[src/sv/two_level_event_dispatcher_core_macros.svh]
// assertion helpers for the dispatcher core
`ifndef TWO_LEVEL_EVENT_DISPATCHER_CORE_MACROS_SVH
`define TWO_LEVEL_EVENT_DISPATCHER_CORE_MACROS_SVH

// same-cycle implication, checked outside reset
`define TLED_ASSERT_NOW(label, clk, rstn, ante, cons, msg) \
    label: assert property (@(posedge clk) disable iff (!(rstn)) (ante) |-> (cons)) \
        else $error(msg);

// next-cycle implication, checked outside reset
`define TLED_ASSERT_NEXT(label, clk, rstn, ante, cons, msg) \
    label: assert property (@(posedge clk) disable iff (!(rstn)) (ante) |=> (cons)) \
        else $error(msg);

`endif

[src/sv/tled_pkg.sv]
package tled_pkg;

    // fixed field widths
    localparam int PORT_W     = 6;
    localparam int OP_W       = 2;
    localparam int PORT_LIMIT = 2 ** PORT_W;
    localparam int S_DATA_W   = 8;
    localparam int M_DATA_W   = 8;

    // defaults for the top level parameters
    localparam int GROUP_BITS_DEF = 8;
    localparam int GROUPS_DEF     = 8;

    typedef enum logic [OP_W-1:0] {
        OP_RAISE    = 2'd0,
        OP_MASK     = 2'd1,
        OP_UNMASK   = 2'd2,
        OP_DISPATCH = 2'd3
    } op_t;

    typedef enum logic [1:0] {
        ST_IDLE = 2'b01,
        ST_EMIT = 2'b10
    } state_t;

    // controller to datapath
    typedef struct packed {
        logic update;  // apply raise, mask or unmask
        logic snap;    // take the dispatch snapshot
        logic emit;    // load the next result into the output register
    } cmd_t;

    // datapath to controller
    typedef struct packed {
        logic out_free;   // output register can take a result
        logic work_last;  // at most one port left in the work vector
        logic upcall;     // upcall flag
        logic sel_any;    // some group selected
    } stat_t;

endpackage

[src/sv/two_level_event_dispatcher_core.sv]
// Event dispatcher over a two-level pending bitmap. Each input item carries an op
// (raise, mask, unmask, dispatch) and a port; raise, mask and unmask give no
// result. A dispatch snapshots the unmasked pending ports of the selected groups,
// then emits them as the output register can take them, lowest port first, with
// m_tlast on the final one; a dispatch with nothing to deliver gives one result
// with found clear. One lowest-port pick per cycle feeds the output register
// while it can take a result. No new item is taken until the last result of a
// dispatch is loaded into the output register.
`include "two_level_event_dispatcher_core_macros.svh"

module two_level_event_dispatcher_core
    import tled_pkg::*;
#(
    parameter int GROUP_BITS = GROUP_BITS_DEF,
    parameter int GROUPS     = GROUPS_DEF
) (
    input  logic                aclk,
    input  logic                aresetn,
    input  logic                s_tvalid,
    output logic                s_tready,
    input  logic [S_DATA_W-1:0] s_tdata,   // op [1:0], port [7:2]
    output logic                m_tvalid,
    input  logic                m_tready,
    output logic [M_DATA_W-1:0] m_tdata,   // event_port [5:0], found [6], zero [7]
    output logic                m_tlast
);

    op_t               s_op;
    logic [PORT_W-1:0] s_port;
    cmd_t              cmd;
    stat_t             stat;
    logic [PORT_W-1:0] event_port;
    logic              found;

    // unpack the input item
    assign s_op   = op_t'(s_tdata[OP_W-1:0]);
    assign s_port = s_tdata[OP_W +: PORT_W];

    tled_ctrl u_ctrl (
        .aclk    (aclk),
        .aresetn (aresetn),
        .s_valid (s_tvalid),
        .s_op    (s_op),
        .s_ready (s_tready),
        .stat    (stat),
        .cmd     (cmd)
    );

    tled_dp #(
        .GROUP_BITS (GROUP_BITS),
        .GROUPS     (GROUPS)
    ) u_dp (
        .aclk         (aclk),
        .aresetn      (aresetn),
        .s_op         (s_op),
        .s_port       (s_port),
        .cmd          (cmd),
        .stat         (stat),
        .m_valid      (m_tvalid),
        .m_ready      (m_tready),
        .m_event_port (event_port),
        .m_found      (found),
        .m_last       (m_tlast)
    );

    // pack the result item
    assign m_tdata = {{(M_DATA_W - PORT_W - 1){1'b0}}, found, event_port};

    // upcall flag tracks whether any group is selected
    `TLED_ASSERT_NOW(a_upcall_sel, aclk, aresetn, 1'b1, stat.upcall == stat.sel_any, "upcall flag and selector disagree")
    // no result is produced while items are being taken
    `TLED_ASSERT_NOW(a_ready_no_emit, aclk, aresetn, s_tready, !cmd.emit, "emit while accepting items")
    // a dispatch blocks the input until its results are out
    `TLED_ASSERT_NEXT(a_snap_busy, aclk, aresetn, cmd.snap, !s_tready, "input ready right after dispatch")

endmodule

[src/sv/tled_ctrl.sv]
module tled_ctrl
    import tled_pkg::*;
(
    input  logic  aclk,
    input  logic  aresetn,
    input  logic  s_valid,
    input  op_t   s_op,
    output logic  s_ready,
    input  stat_t stat,
    output cmd_t  cmd
);

    state_t state_reg;
    state_t state_next;
    logic   accept;

    // input is taken only between dispatches
    assign s_ready = (state_reg == ST_IDLE);
    assign accept  = s_valid && s_ready;

    // commands
    always_comb begin
        cmd.update = accept && (s_op != OP_DISPATCH);
        cmd.snap   = accept && (s_op == OP_DISPATCH);
        cmd.emit   = (state_reg == ST_EMIT) && stat.out_free;
    end

    // next state
    always_comb begin
        state_next = state_reg;
        unique case (state_reg)
            ST_IDLE: begin
                if (cmd.snap) begin
                    state_next = ST_EMIT;
                end
            end
            ST_EMIT: begin
                if (cmd.emit && stat.work_last) begin
                    state_next = ST_IDLE;
                end
            end
            default: state_next = ST_IDLE;
        endcase
    end

    always_ff @(posedge aclk) begin
        if (!aresetn) begin
            state_reg <= ST_IDLE;
        end else begin
            state_reg <= state_next;
        end
    end

endmodule

[src/sv/tled_dp.sv]
module tled_dp
    import tled_pkg::*;
#(
    parameter int GROUP_BITS = GROUP_BITS_DEF,
    parameter int GROUPS     = GROUPS_DEF
) (
    input  logic              aclk,
    input  logic              aresetn,
    input  op_t               s_op,
    input  logic [PORT_W-1:0] s_port,
    input  cmd_t              cmd,
    output stat_t             stat,
    output logic              m_valid,
    input  logic              m_ready,
    output logic [PORT_W-1:0] m_event_port,
    output logic              m_found,
    output logic              m_last
);

    // only ports below the 6-bit range can ever be addressed
    localparam int TOTAL = GROUPS * GROUP_BITS;
    localparam int PORTS = (TOTAL < PORT_LIMIT) ? TOTAL : PORT_LIMIT;

    logic [PORTS-1:0]  pending_reg;
    logic [PORTS-1:0]  mask_reg;
    logic [GROUPS-1:0] selector_reg;
    logic              upcall_reg;
    logic [PORTS-1:0]  work_reg;

    logic              valid_reg;
    logic [PORT_W-1:0] port_reg;
    logic              found_reg;
    logic              last_reg;

    logic [PORTS-1:0]  hit;
    logic [GROUPS-1:0] gsel;
    logic [PORTS-1:0]  sel_ports;
    logic [PORTS-1:0]  lowest;
    logic [PORT_W-1:0] low_port;
    logic [31:0]       port_ext;

    // decode the item's port into a port bit and a group bit
    assign port_ext = {{(32 - PORT_W){1'b0}}, s_port};
    always_comb begin
        for (int i = 0; i < PORTS; i++) begin
            hit[i] = (s_port == PORT_W'(i));
        end
        for (int g = 0; g < GROUPS; g++) begin
            gsel[g] = (port_ext >= 32'(g * GROUP_BITS)) &&
                      (port_ext < 32'((g + 1) * GROUP_BITS));
        end
    end

    // spread selector bits over the ports of each group
    always_comb begin
        for (int i = 0; i < PORTS; i++) begin
            sel_ports[i] = selector_reg[i / GROUP_BITS];
        end
    end

    // lowest remaining port of the work vector
    assign lowest = work_reg & (~work_reg + PORTS'(1));
    always_comb begin
        low_port = '0;
        for (int i = 0; i < PORTS; i++) begin
            if (lowest[i]) begin
                low_port = low_port | PORT_W'(i);
            end
        end
    end

    always_comb begin
        stat.out_free  = !valid_reg || m_ready;
        stat.work_last = ((work_reg & ~lowest) == '0);
        stat.upcall    = upcall_reg;
        stat.sel_any   = (selector_reg != '0);
    end

    // bitmap state
    always_ff @(posedge aclk) begin
        if (!aresetn) begin
            pending_reg  <= '0;
            mask_reg     <= '0;
            selector_reg <= '0;
            upcall_reg   <= 1'b0;
        end else if (cmd.update) begin
            case (s_op)
                OP_RAISE: begin
                    pending_reg  <= pending_reg | hit;
                    selector_reg <= selector_reg | gsel;
                    if (gsel != '0) begin
                        upcall_reg <= 1'b1;
                    end
                end
                OP_MASK:   mask_reg <= mask_reg | hit;
                OP_UNMASK: mask_reg <= mask_reg & ~hit;
                default:   ;
            endcase
        end else if (cmd.snap) begin
            pending_reg  <= pending_reg & ~sel_ports;
            selector_reg <= '0;
            upcall_reg   <= 1'b0;
        end
    end

    // work vector: unmasked pending ports of the selected groups
    always_ff @(posedge aclk) begin
        if (cmd.snap) begin
            work_reg <= pending_reg & ~mask_reg & sel_ports;
        end else if (cmd.emit) begin
            work_reg <= work_reg & ~lowest;
        end
    end

    // output register
    always_ff @(posedge aclk) begin
        if (!aresetn) begin
            valid_reg <= 1'b0;
        end else if (cmd.emit) begin
            valid_reg <= 1'b1;
        end else if (m_ready) begin
            valid_reg <= 1'b0;
        end
    end

    always_ff @(posedge aclk) begin
        if (cmd.emit) begin
            port_reg  <= low_port;
            found_reg <= (work_reg != '0);
            last_reg  <= stat.work_last;
        end
    end

    assign m_valid      = valid_reg;
    assign m_event_port = port_reg;
    assign m_found      = found_reg;
    assign m_last       = last_reg;

endmodule
[config.mk]
export PLATFORM = sky130hd
export DESIGN_NAME = two_level_event_dispatcher_core
export DESIGN_NICKNAME = d
export VERILOG_FILES = /design/src/sv/tled_pkg.sv /design/src/sv/two_level_event_dispatcher_core.sv /design/src/sv/tled_ctrl.sv /design/src/sv/tled_dp.sv
export VERILOG_INCLUDE_DIRS = /design/src /design/src/sv
export SDC_FILE = /design/constraint.sdc
export NUM_CORES = 1
export LEC_CHECK = 0
export BUFFER_PORTS_ARGS = -buffer_cell sky130_fd_sc_hd__buf_2
export CAP_MARGIN = 20
export CORE_MARGIN = 2
export CORE_UTILIZATION = 43
export DETAILED_ROUTE_END_ITERATION = 10
export SETUP_SLACK_MARGIN = 0.05
export SLEW_MARGIN = 25
export SYNTH_ARGS = -nofsm -noshare
export SYNTH_HDL_FRONTEND = slang
export SYNTH_SLANG_ARGS = --single-unit
[constraint.sdc]
create_clock -name aclk -period 4.2 [get_ports aclk]
set_input_delay 0.84 -clock aclk [delete_from_list [all_inputs] [get_ports aclk]]
set_output_delay 0.84 -clock aclk [all_outputs]
set_load 0.01 [all_outputs]
## After elaboration in Yosys (flattened, before gate mapping)

Index checks and enable logic that the tools add are counted.

- Bits in latches: 0
- Memories kept: 0
- Register bits: 211
- Memory bits (read-only): 0
- Memory bits (writable): 0
- Word-level logic and storage cells: 244
- Input bits: 12
- Output and inout port bits: 11

- Reductions and logical operators: 28
- Shift-type cells: 0
- Bitwise gates (word level): 14
- Muxes and demuxes: 95
- $add $sub $neg: 1
- Multipliers: 0
- Divide/modulo/power cells: 0
- Equality and inequality tests: 76
- $lt $le $gt $ge: 16

Operators with widths:

| operator | count |
|---|---|
| 64-bit 2-to-1 mux | 15 |
| 64-bit AND | 6 |
| 64-bit inverter | 5 |
| 6-bit == test (second input constant) | 32 |
| 6-bit 2-to-1 mux | 30 |
| 64-bit bitwise OR | 2 |
| 64-bit one-hot mux with 2 select lines | 1 |
| 6-bit by 5-bit == test with 1-bit output (second input constant) | 16 |
| 5-bit 2-to-1 mux | 16 |
| 64-bit by 1-bit adder with 64-bit output (second input constant) | 1 |
| 64-bit logical NOT | 1 |
| 8-bit 2-to-1 mux | 8 |
| 64-bit nonzero test | 1 |
| 6-bit by 4-bit == test with 1-bit output (second input constant) | 8 |
| 4-bit 2-to-1 mux | 8 |
| 32-bit OR reduction | 1 |
| 6-bit by 3-bit == test with 1-bit output (second input constant) | 4 |
| 6-bit greater-or-equal comparator (second input constant) | 4 |
| 6-bit less-than comparator (second input constant) | 4 |
| 16-bit OR reduction | 1 |
| 1-bit logical AND | 13 |
| 6-bit by 2-bit == test with 1-bit output (second input constant) | 2 |
| 6-bit by 5-bit greater-or-equal comparator with 1-bit output (second input constant) | 2 |
| 6-bit by 5-bit less-than comparator with 1-bit output (second input constant) | 2 |
| other kinds (25) | 47 |

## Longest topological paths before layout

Gate-level depths: netlist of run 1.

- Depth after elaboration: 64
- Gate-level depth with buffers: 10

## Hierarchy

From an unflattened synthesis of run 1, not the netlist that was laid out.

- Cell total of the unflattened synthesis: 1155
- Area total of the unflattened synthesis: 10351.2 um^2

By module, submodules not included:

| module | seq. area each (um^2) | instances | cells each | area an instance (um^2) |
|---|---|---|---|---|
| tled_dp | 4924.7 | 1 | 1140 | 10219.8 |
| tled_ctrl | 40.0 | 1 | 12 | 112.6 |
| two_level_event_dispatcher_core | 0.0 | 1 | 3 | 18.8 |

## Worst setup path before layout of run 1

Ideal clock, no wire load.

- Path kind: input to register
- Start point: in m_tready
- End point: reg u_dp.work_reg[0] (enable)
- Setup slack: 0.783 ns
- Required time: 3.767 ns
- Stages: 3
- Arrival time: 2.984 ns
- Path through: nor2b_1 nor2b_1 nand2b_1

RTL lines:

| element | line | RTL |
|---|---|---|
| from (decl) | two_level_event_dispatcher_core.sv:23 | `input logic m_tready,` |
| to (signal assigned) | tled_dp.sv:109 | `work_reg <= pending_reg & ~mask_reg & sel_ports;` |
| to (signal assigned) | tled_dp.sv:111 | `work_reg <= work_reg & ~lowest;` |
| to (decl) | tled_dp.sv:28 | `logic [PORTS-1:0] work_reg;` |

## Final worst setup path of run 1

- Start point: reg u_dp.work_reg[2]
- End point: reg u_ctrl.state_reg[1]

- Word-level cells in the longest chain between the ends: 9

Ends and longest elaborated chain:

| element | line | RTL |
|---|---|---|
| 64-bit inverter | tled_dp.sv:62 | `assign lowest = work_reg & (~work_reg + PORTS'(1));` |
| 64-bit by 1-bit adder with 64-bit output | tled_dp.sv:62 |  |
| 64-bit AND | tled_dp.sv:62 |  |
| 64-bit inverter | tled_dp.sv:74 | `stat.work_last = ((work_reg & ~lowest) == '0);` |
| 64-bit AND (*) | tled_dp.sv:74 |  |
| 64-bit logical NOT (*) | tled_dp.sv:74 |  |
| 1-bit logical AND (*) | tled_ctrl.sv:38 | `if (cmd.emit && stat.work_last) begin` |
| 2-bit inequality test (no source line) (*) | -- |  |
| 2-bit AND reduction (no source line) (*) | -- |  |
| to (signal assigned) | tled_ctrl.sv:50 | `state_reg <= state_next;` |
| to (decl) | tled_ctrl.sv:13 | `state_t state_reg;` |

Every way passes the cells marked *; elsewhere a longest branch is shown, timed or not.
A chain may end at the register's enable or synchronous reset.

==> impl_metrics.json, run 1 <==
{
  "slowest_stage": "o41ai_1",
  "cts.htree.levels": 1,
  "holdBufCountCts": 0,
  "grt_pass1_wl_mm": 49.8,
  "syn_area_per_cell_um2": 8.91,
  "fin_setup_tns_ns": 0,
  "port_buffers": 21,
  "clk_pin_slew_ns": 0.06,
  "drt_iter0_drc": 951,
  "yosys.area_share.simple_pct": 25.7,
  "drtAntennaViolNets": 0,
  "fp.dieH_um": 157,
  "worstMarginPinSlew_ns": 0.982,
  "vias": 9055,
  "area_growth_pct": 12.6,
  "vdd_drop_max_mv": 0.272,
  "place_ws_ns": 0.590,
  "final_cell_area_um2": 11400,
  "cts_resized": 0,
  "worstPathRequired_ns": 4.63,
  "ys_types": 66,
  "routedWlPerCell_um": 22.5,
  "numCtsBuffers": 24,
  "hold_viol_final": 0,
  "clockBufferDepth": 3,
  "end_kind": "register",
  "first_global_vias": 8073,
  "ios": 23,
  "skew_ns": 0.0133,
  "cts_tree": "done",
  "async_flop_share_pct": 0,
  "grt_usage_pct": 26.4,
  "synth_top_family_by_area": "simple AND/OR/NAND/NOR gates",
  "n_antenna_cell": 0,
  "utilization_pct": 48.8,
  "placed_cell_area_um2": 10500,
  "postCtsSetupBuffers": 0,
  "core_area_um2": 23300,
  "numClockSinks": 211,
  "synth_fa_ha_area_share_pct": 0.0992,
  "dp.final_hpwl_mm": 23.4,
  "rows": 56,
  "relSlewSlack_pct": 34.3,
  "grt_antenna_before_repair": 0,
  "cpPeakStageDelay_ns": 0.66,
  "crit_chain": "nor4_4, and4_1, nand4_1, o41ai_1, nand3_1, and4b_1, nand4_1, o221a_1",
  "rsz0062_at_grt": "false",
  "drive_above_1_share_pct": 9.62,
  "timing.final.ws_setup_ns": 0.503,
  "worstSetupPathType": "reg2reg",
  "critPathMaxFanout": 11,
  "cp.arrival_ns": 4.12,
  "synth.area.mux_share_pct": 0.0992,
  "ys_ff_latch": 211,
  "grt_max_degree": 67,
  "p_total_mw": 4.60,
  "final-setup-viol-count": 0,
  "synth_cells": 1132,
  "ys_seq_area_share_pct": 49.0,
  "die_x_um": 157,
  "synth_xor_area_share_pct": 0.0868,
  "leakage_nw": 3.61,
  "clkLatencyLatePin_ns": 0.54,
  "maxSlewViolCount": 0,
  "power_density_nw_per_um2": 405,
  "syn_nets": 1144,
  "synth_compound_area_share_pct": 21.4,
  "initial_core_util_pct": 43.4,
  "nets": 1138,
  "status": "finished, final reports clean",
  "routed_wl_mm": 32.8,
  "dieArea_um2": 24700,
  "max_freq_mhz": 270,
  "synth_edf_count": 72,
  "yosysWarningCount": 0,
  "gp_congestion": 0.945,
  "hp-class": "reg2reg",
  "fin_crit_sh_pct": 88.0,
  "vias_per_cell": 6.19,
  "root_buffer": "clkbuf_16",
  "maxCapViolCount": 0,
  "fin_crit_ns": 3.70,
  "ys.flop_type": "dfxtp_1",
  "worst_path_most_repeated_cell": "nand4_1",
  "drt_pass1_iterations": 5,
  "grt_remaining_overflow": 0,
  "syn-cell-area_um2": 10100,
  "drcViolationCount": 0,
  "start_kind": "register"
}
-- worst max-delay path, delay by kind of cell, from the launching register on --
kind / cells / cell delay, ns
DFF: 1 / 0.50
AOI/OAI and AO/OA: 2 / 0.94
and+or+nand+nor: 6 / 2.14
-- where the power goes --
group	internal (mW)	leakage, nW	switching [mW]	total, mW
logic	0.0577	1.41	0.160	0.218
registers	2.14	1.79	0.0462	2.19
clock network	1.33	0.414	0.870	2.20
total	3.53	3.61	1.08	4.60
-- cells in the mapped netlist, drive strengths merged, types with 6 or more instances --
cell type  instances  area, µm²
nor2             146        548
a21oi            141        706
dfxtp            139       2780
o21ai             83        415
edfxtp            72       2160
clkbuf            67        251
nand2             67        251
a211oi            63        473
nand4b            62        549
nand3             36        180
nor3              30        155
nor4              25        184
nand4             19        134
o31ai             17        128
inv               15       56.3
or4               14        105
nand2b            13       81.3
nor2b             12       75.1
buf               11       55.0
or3               10       62.6
a31oi              8       50.1
or2                8       50.1
and3               6       37.5
and4               6       52.6
o41ai              6       52.6
-- cell type report --
class                           instances  area (µm²)
Clock buffer                           33         684
Clock inverter                         10         154
Fill cell                            2299       11900
Inverter                               15        56.3
Multi-Input combinational cell        828        4810
Sequential cell                       211        4940
Tap cell                              319         399
Timing Repair Buffer                   46         318
-- through the flow --
stage                     std cells  hold WS, ns
after detailed placement       1419        0.443
final                          1462        0.450
after CTS                      1462        0.451
after floorplan                1132        0.429
after global placement         1419        0.440
after global routing           1462        0.474
-- path summary, 6_finish.rpt --
| check | startpoint | end | slack (ns) | cells after the start |
|---|---|---|---|---|
| setup / recovery | u_dp.work_reg[2] | u_ctrl.state_reg[1] | 0.50 | 8 |
| hold / removal | register | register | 0.45 | 2 |
| hold reg to reg | register | register | 0.45 | 2 |
| setup reg to reg | u_dp.work_reg[2] | u_ctrl.state_reg[1] | 0.50 | 8 |
-- per-layer routing --
| metal | wire, µm | global-route usage, % | share of wire [%] |
|---|---|---|---|
| met5 | 0 | 0 | 0 |
| met4 | 1150 | 9.26 | 3.5 |
| met3 | 2260 | 2.92 | 6.9 |
| met2 | 14000 | 38.3 | 43 |
| met1 | 15400 | 40.4 | 47 |
-- kinds of logic after synthesis --
group,after synthesis
AO/OA/AOI/OAI,356
flip-flops,211
XOR/XNOR,1
buffers and inverters,93
multiplexers,1
AND/OR/NAND/NOR,468
other,1
adder cells (fa/ha/maj),1
-- layout by cell type (no fill, tap or decap), drive strengths merged, types with 15 or more instances in the layout --
cell and instances:
nand2 67, dfxtp 139, nand3 36, a21oi 141, o31ai 17, nor3 30, o21ai 83, nor4 25
a211oi 63, nor2 146, buf 46, inv 15, clkbuf 33, edfxtp 72, nand4b 62, nand4 19
(Power assumes the default switching activity.)
==> run 2: changes to the inputs <==
CTS_BUF_LIST = sky130_fd_sc_hd__clkbuf_4 sky130_fd_sc_hd__clkbuf_8 sky130_fd_sc_hd__clkbuf_16   (was default)
==> run 2 against run 1 <==
Critical endpoint unchanged. Total power up 0.78%. Via count increased by 0.36%. Count of clock-buffer cells in the layout did not move. Combinational power about the same. Critical path type unchanged. Highest routed layer unchanged. Utilization increased by 0.065 points. Sequential share of layout area fell by 0.057 points. Sequential power about the same. Register-to-register slack better by 0.03 ns.
==> impl_metrics.json, run 2 (same netlist as run 1, synthesis figures left out) <==
{
  "status": "finished, final reports clean",
  "cts.htree.levels": 1,
  "drt_pass1_iterations": 5,
  "reg2reg_depth": 8,
  "maxCapViolCount": 0,
  "area_growth_pct": 12.8,
  "crit_end": "u_ctrl.state_reg[1]",
  "drtAntennaViolNets": 0,
  "drcViolationCount": 0,
  "skew_ns": 0.0145,
  "layout_common_cells": "141 x nor2_1, 141 x a21oi_1, 139 x dfxtp_1",
  "holdPathStages": 2,
  "numClockSinks": 211,
  "maxSlewViolCount": 0,
  "clk_pin_slew_ns": 0.06,
  "drive_above_1_share_pct": 9.97,
  "clkLatencyLatePin_ns": 0.55,
  "root_buffer": "clkbuf_16",
  "critPathMaxFanout": 11,
  "leakage_nw": 3.63,
  "routed_wl_mm": 32.9,
  "gp_congestion": 0.945,
  "die_x_um": 157,
  "p_total_mw": 4.64,
  "end_kind": "register",
  "grt_max_degree": 67,
  "rsz0062_at_grt": "false",
  "holdBufCountCts": 0,
  "hold_viol_final": 0,
  "ios": 23,
  "postCtsSetupBuffers": 0,
  "fin_crit_sh_pct": 87.2,
  "nets": 1138,
  "slowest_stage": "o41ai_1",
  "relSlewSlack_pct": 33.7,
  "worst_path_most_repeated_cell": "nand4_1",
  "max_freq_mhz": 273,
  "rows": 56,
  "grt_remaining_overflow": 0,
  "cts_resized": 0,
  "worstMarginPinSlew_ns": 0.985,
  "initial_core_util_pct": 43.4,
  "power_density_nw_per_um2": 408,
  "grt_pass1_wl_mm": 49.8,
  "cpPeakStageDelay_ns": 0.65,
  "start_kind": "register",
  "r2r_slack_ns": 0.54,
  "port_buffers": 21,
  "fp.dieH_um": 157,
  "grt_usage_pct": 26.4,
  "r2r-end": "u_ctrl.state_reg[1]",
  "n_antenna_cell": 0,
  "worstSetupPathType": "reg2reg",
  "grt_antenna_before_repair": 0,
  "clockBufferDepth": 3,
  "vias_per_cell": 6.22,
  "r2r-start": "u_dp.work_reg[2]",
  "fin_setup_tns_ns": 0,
  "vias": 9088,
  "cp.arrival_ns": 4.09,
  "numCtsBuffers": 24,
  "worstPathRequired_ns": 4.63,
  "final-setup-viol-count": 0,
  "dieArea_um2": 24700,
  "dp.final_hpwl_mm": 23.4,
  "path_delay_family": "simple AND/OR/NAND/NOR gates",
  "hp-class": "reg2reg",
  "first_global_vias": 8057,
  "cp.depth": 8,
  "core_area_um2": 23300,
  "crit_path_start": "u_dp.work_reg[2]",
  "drt_iter0_drc": 986,
  "cts_tree": "done",
  "crit_chain": "nor4_4, and4_1, nand4_1, o41ai_1, nand3_1, and4b_1, nand4_1, o221a_1",
  "routedWlPerCell_um": 22.5,
  "fin_crit_ns": 3.66,
  "cp_num_buf_inv": 0,
  "vdd_drop_max_mv": 0.276
}
[run 2: per-layer routing]
layer	global-route usage, %	share of wire, %
met1	40.4	47
met2	38.2	43
met3	2.92	7.0
met4	9.26	3.5
met5	0	0
[run 2: area by class of cell]
| type | instances | area, µm² |
|---|---|---|
| Inverter | 15 | 56.3 |
| Timing Repair Buffer | 46 | 318 |
| Clock buffer | 33 | 699 |
| Sequential cell | 211 | 4940 |
| Multi-Input combinational cell | 828 | 4810 |
| Fill cell | 2298 | 11900 |
| Tap cell | 319 | 399 |
| Clock inverter | 10 | 154 |
[run 2: worst min-delay path, stage by stage (launching register included)]
cell and delay [ns]:
dfxtp_1 0.30, nand2_1 0.05, a21oi_1 0.05
[run 2: through the flow]
step	instances	hold slack [ns]	setup WS (ns)	area (µm²)	util, %
floorplan	1132	0.429	0.783	10100	-
global placement	1419	0.440	0.658	10500	45.2
detailed placement	1419	0.443	0.590	10500	45.2
CTS	1462	0.451	0.578	11400	48.9
global route	1462	0.474	0.332	11400	48.9
finish	1462	0.449	0.537	11400	48.9
[run 2: worst min path at each step]
stage                             start             endpoint
detailed placement             register             register
finish                         register             register
global route                   register             register
floorplan           u_dp.pending_reg[0]  u_dp.pending_reg[0]
CTS                            register             register
global placement               register             register
[run 2: report_power, final]
| group | internal [mW] | leakage (nW) | switching [mW] |
|---|---|---|---|
| Sequential | 2.14 | 1.79 | 0.0462 |
| Clock | 1.35 | 0.428 | 0.880 |
| Combinational | 0.0577 | 1.41 | 0.160 |
| Total | 3.55 | 3.63 | 1.09 |
==> run 3: changes to the inputs <==
CORE_MARGIN = 4   (was 2)
==> run 3 against run 2 <==
Register-to-register slack improved by 0.09 ns. Largest power group is now sequential cells. Sequential cell count unchanged. Design area decreased by 0.49%. Clock power down 7%. Critical endpoint unchanged. Critical path type unchanged.
==> impl_metrics.json, run 3 (same netlist as run 1, synthesis figures left out) <==
{
  "dp.final_hpwl_mm": 23.3,
  "routed_wl_mm": 32.7,
  "path_delay_family": "simple AND/OR/NAND/NOR gates",
  "drcViolationCount": 0,
  "crit_chain": "nor4_1, nand3_1, nand4b_1, a21bo_2, nor4_1, nor4b_2, nand4_1, o221a_1",
  "area_growth_pct": 12.2,
  "place_ws_ns": 0.702,
  "port_buffers": 21,
  "rsz0062_at_grt": "false",
  "hold_viol_final": 0,
  "drtAntennaViolNets": 0,
  "worstPathRequired_ns": 4.60,
  "maxCapViolCount": 0,
  "first_global_vias": 8197,
  "power.internal_mw": 3.47,
  "grt_max_degree": 67,
  "p_total_mw": 4.48,
  "root_buffer": "clkbuf_16",
  "leakage_nw": 3.61,
  "status": "finished, final reports clean",
  "multi_input_area_um2": 4810,
  "cts_tree": "done",
  "drt_iter0_drc": 838,
  "rows": 55,
  "ios": 23,
  "layout_common_cells": "141 x a21oi_1, 140 x nor2_1, 139 x dfxtp_1",
  "dieArea_um2": 26000,
  "numClockSinks": 211,
  "gp_congestion": 0.978,
  "cp_num_buf_inv": 0,
  "clk_pin_slew_ns": 0.06,
  "worstSetupPathType": "reg2reg",
  "final_cell_area_um2": 11300,
  "placed_cell_area_um2": 10500,
  "layout_commonest_cell": "a21oi_1",
  "grt_usage_pct": 24.2,
  "grt_pass1_wl_mm": 49.8,
  "postCtsSetupBuffers": 0,
  "numCtsBuffers": 24,
  "worstMarginPinSlew_ns": 1.07,
  "critPathMaxFanout": 12,
  "fin_crit_ns": 3.57,
  "clockBufferDepth": 3,
  "utilization_pct": 49.6,
  "fp.dieH_um": 161,
  "fin_crit_sh_pct": 85.0,
  "core_area_um2": 22800,
  "slowest_stage": "nor4_1",
  "vias_per_cell": 6.20,
  "cp.arrival_ns": 3.96,
  "seq_area_um2": 4940,
  "grt_remaining_overflow": 0,
  "comb_power_share_pct": 4.8,
  "grt_antenna_before_repair": 0,
  "timing.final.ws_setup_ns": 0.632,
  "fin_setup_tns_ns": 0,
  "relSlewSlack_pct": 28.6,
  "cpPeakStageDelay_ns": 0.59,
  "fill_cells": 2233,
  "n_antenna_cell": 0,
  "cts_resized": 0,
  "die_x_um": 161,
  "skew_ns": 0.00802,
  "start_kind": "register",
  "hp-class": "reg2reg",
  "max_freq_mhz": 280,
  "worst_path_most_repeated_cell": "nor4_1",
  "maxSlewViolCount": 0,
  "routedWlPerCell_um": 22.4,
  "power_density_nw_per_um2": 396,
  "dp.cells": 1414,
  "fin_cells": 1457,
  "p_seq_share_pct": 48.8,
  "end_kind": "register",
  "initial_core_util_pct": 44.2,
  "power.share.clock_pct": 46.4,
  "final-setup-viol-count": 0,
  "clkLatencyLatePin_ns": 0.50,
  "cts.htree.levels": 1,
  "vias": 9033,
  "whs_ns": 0.455,
  "vdd_drop_max_mv": 0.274,
  "drt_pass1_iterations": 5,
  "switching_share_pct": 22.6,
  "nets": 1139,
  "switching_power_mw": 1.02,
  "holdBufCountCts": 0,
  "drive_above_1_share_pct": 10.1
}
## run 3: changes by cell type in the layout (fill, tap and decap cells not counted), moves of 2 or more
cell	before	now
buf_4	23	25
bufinv_16	3	0
clkbuf_4	4	6
clkbuf_16	24	27
## run 3: worst register-to-register path: stages, from the launching register on
cell and delay [ns]:
edfxtp_1 0.51, nor4_1 0.59, nand3_1 0.50, nand4b_1 0.55, a21bo_2 0.33, nor4_1 0.19
nor4b_2 0.33, nand4_1 0.21, o221a_1 0.26
## run 3: routing by layer
| metal | part of all wire, % | up-vias | global-route usage (%) | routed length (µm) |
|---|---|---|---|---|
| li1 | - | 4300 | - | - |
| met1 | 47 | 4269 | 36.7 | 15300 |
| met2 | 43 | 395 | 36.3 | 14100 |
| met3 | 6.8 | 69 | 2.81 | 2230 |
| met4 | 3.3 | 0 | 7.60 | 1070 |
| met5 | 0 | - | 0 | 0 |
## run 3: power by group through the flow
stage | Sequential, mW | Clock (mW) | Combinational, mW
final | 2.19 | 2.08 | 0.213
after global routing | 2.19 | 2.22 | 0.234
after CTS | 2.19 | 2.12 | 0.212
after detailed placement | 2.23 | 0 | 0.211
after global placement | 2.23 | 0 | 0.212
after floorplan | 2.21 | 0 | 0.151
## run 3: worst paths after layout
check / from / end / slack [ns] / cells past startpoint
setup / recovery: u_dp.work_reg[6] / u_ctrl.state_reg[1] / 0.63 / 8
hold / removal: register / register / 0.46 / 2
setup reg to reg: u_dp.work_reg[6] / u_ctrl.state_reg[1] / 0.63 / 8
hold reg to reg: register / register / 0.46 / 2
## run 3: cell type report
type                    count  share of cell area [%]
clock inverters             6                   0.276
well taps                 313                    3.46
inverters                  15                   0.497
multi-input cells         828                    42.5
flip-flops and latches    211                    43.7
repair buffers             47                    2.76
clock buffers              37                    6.85
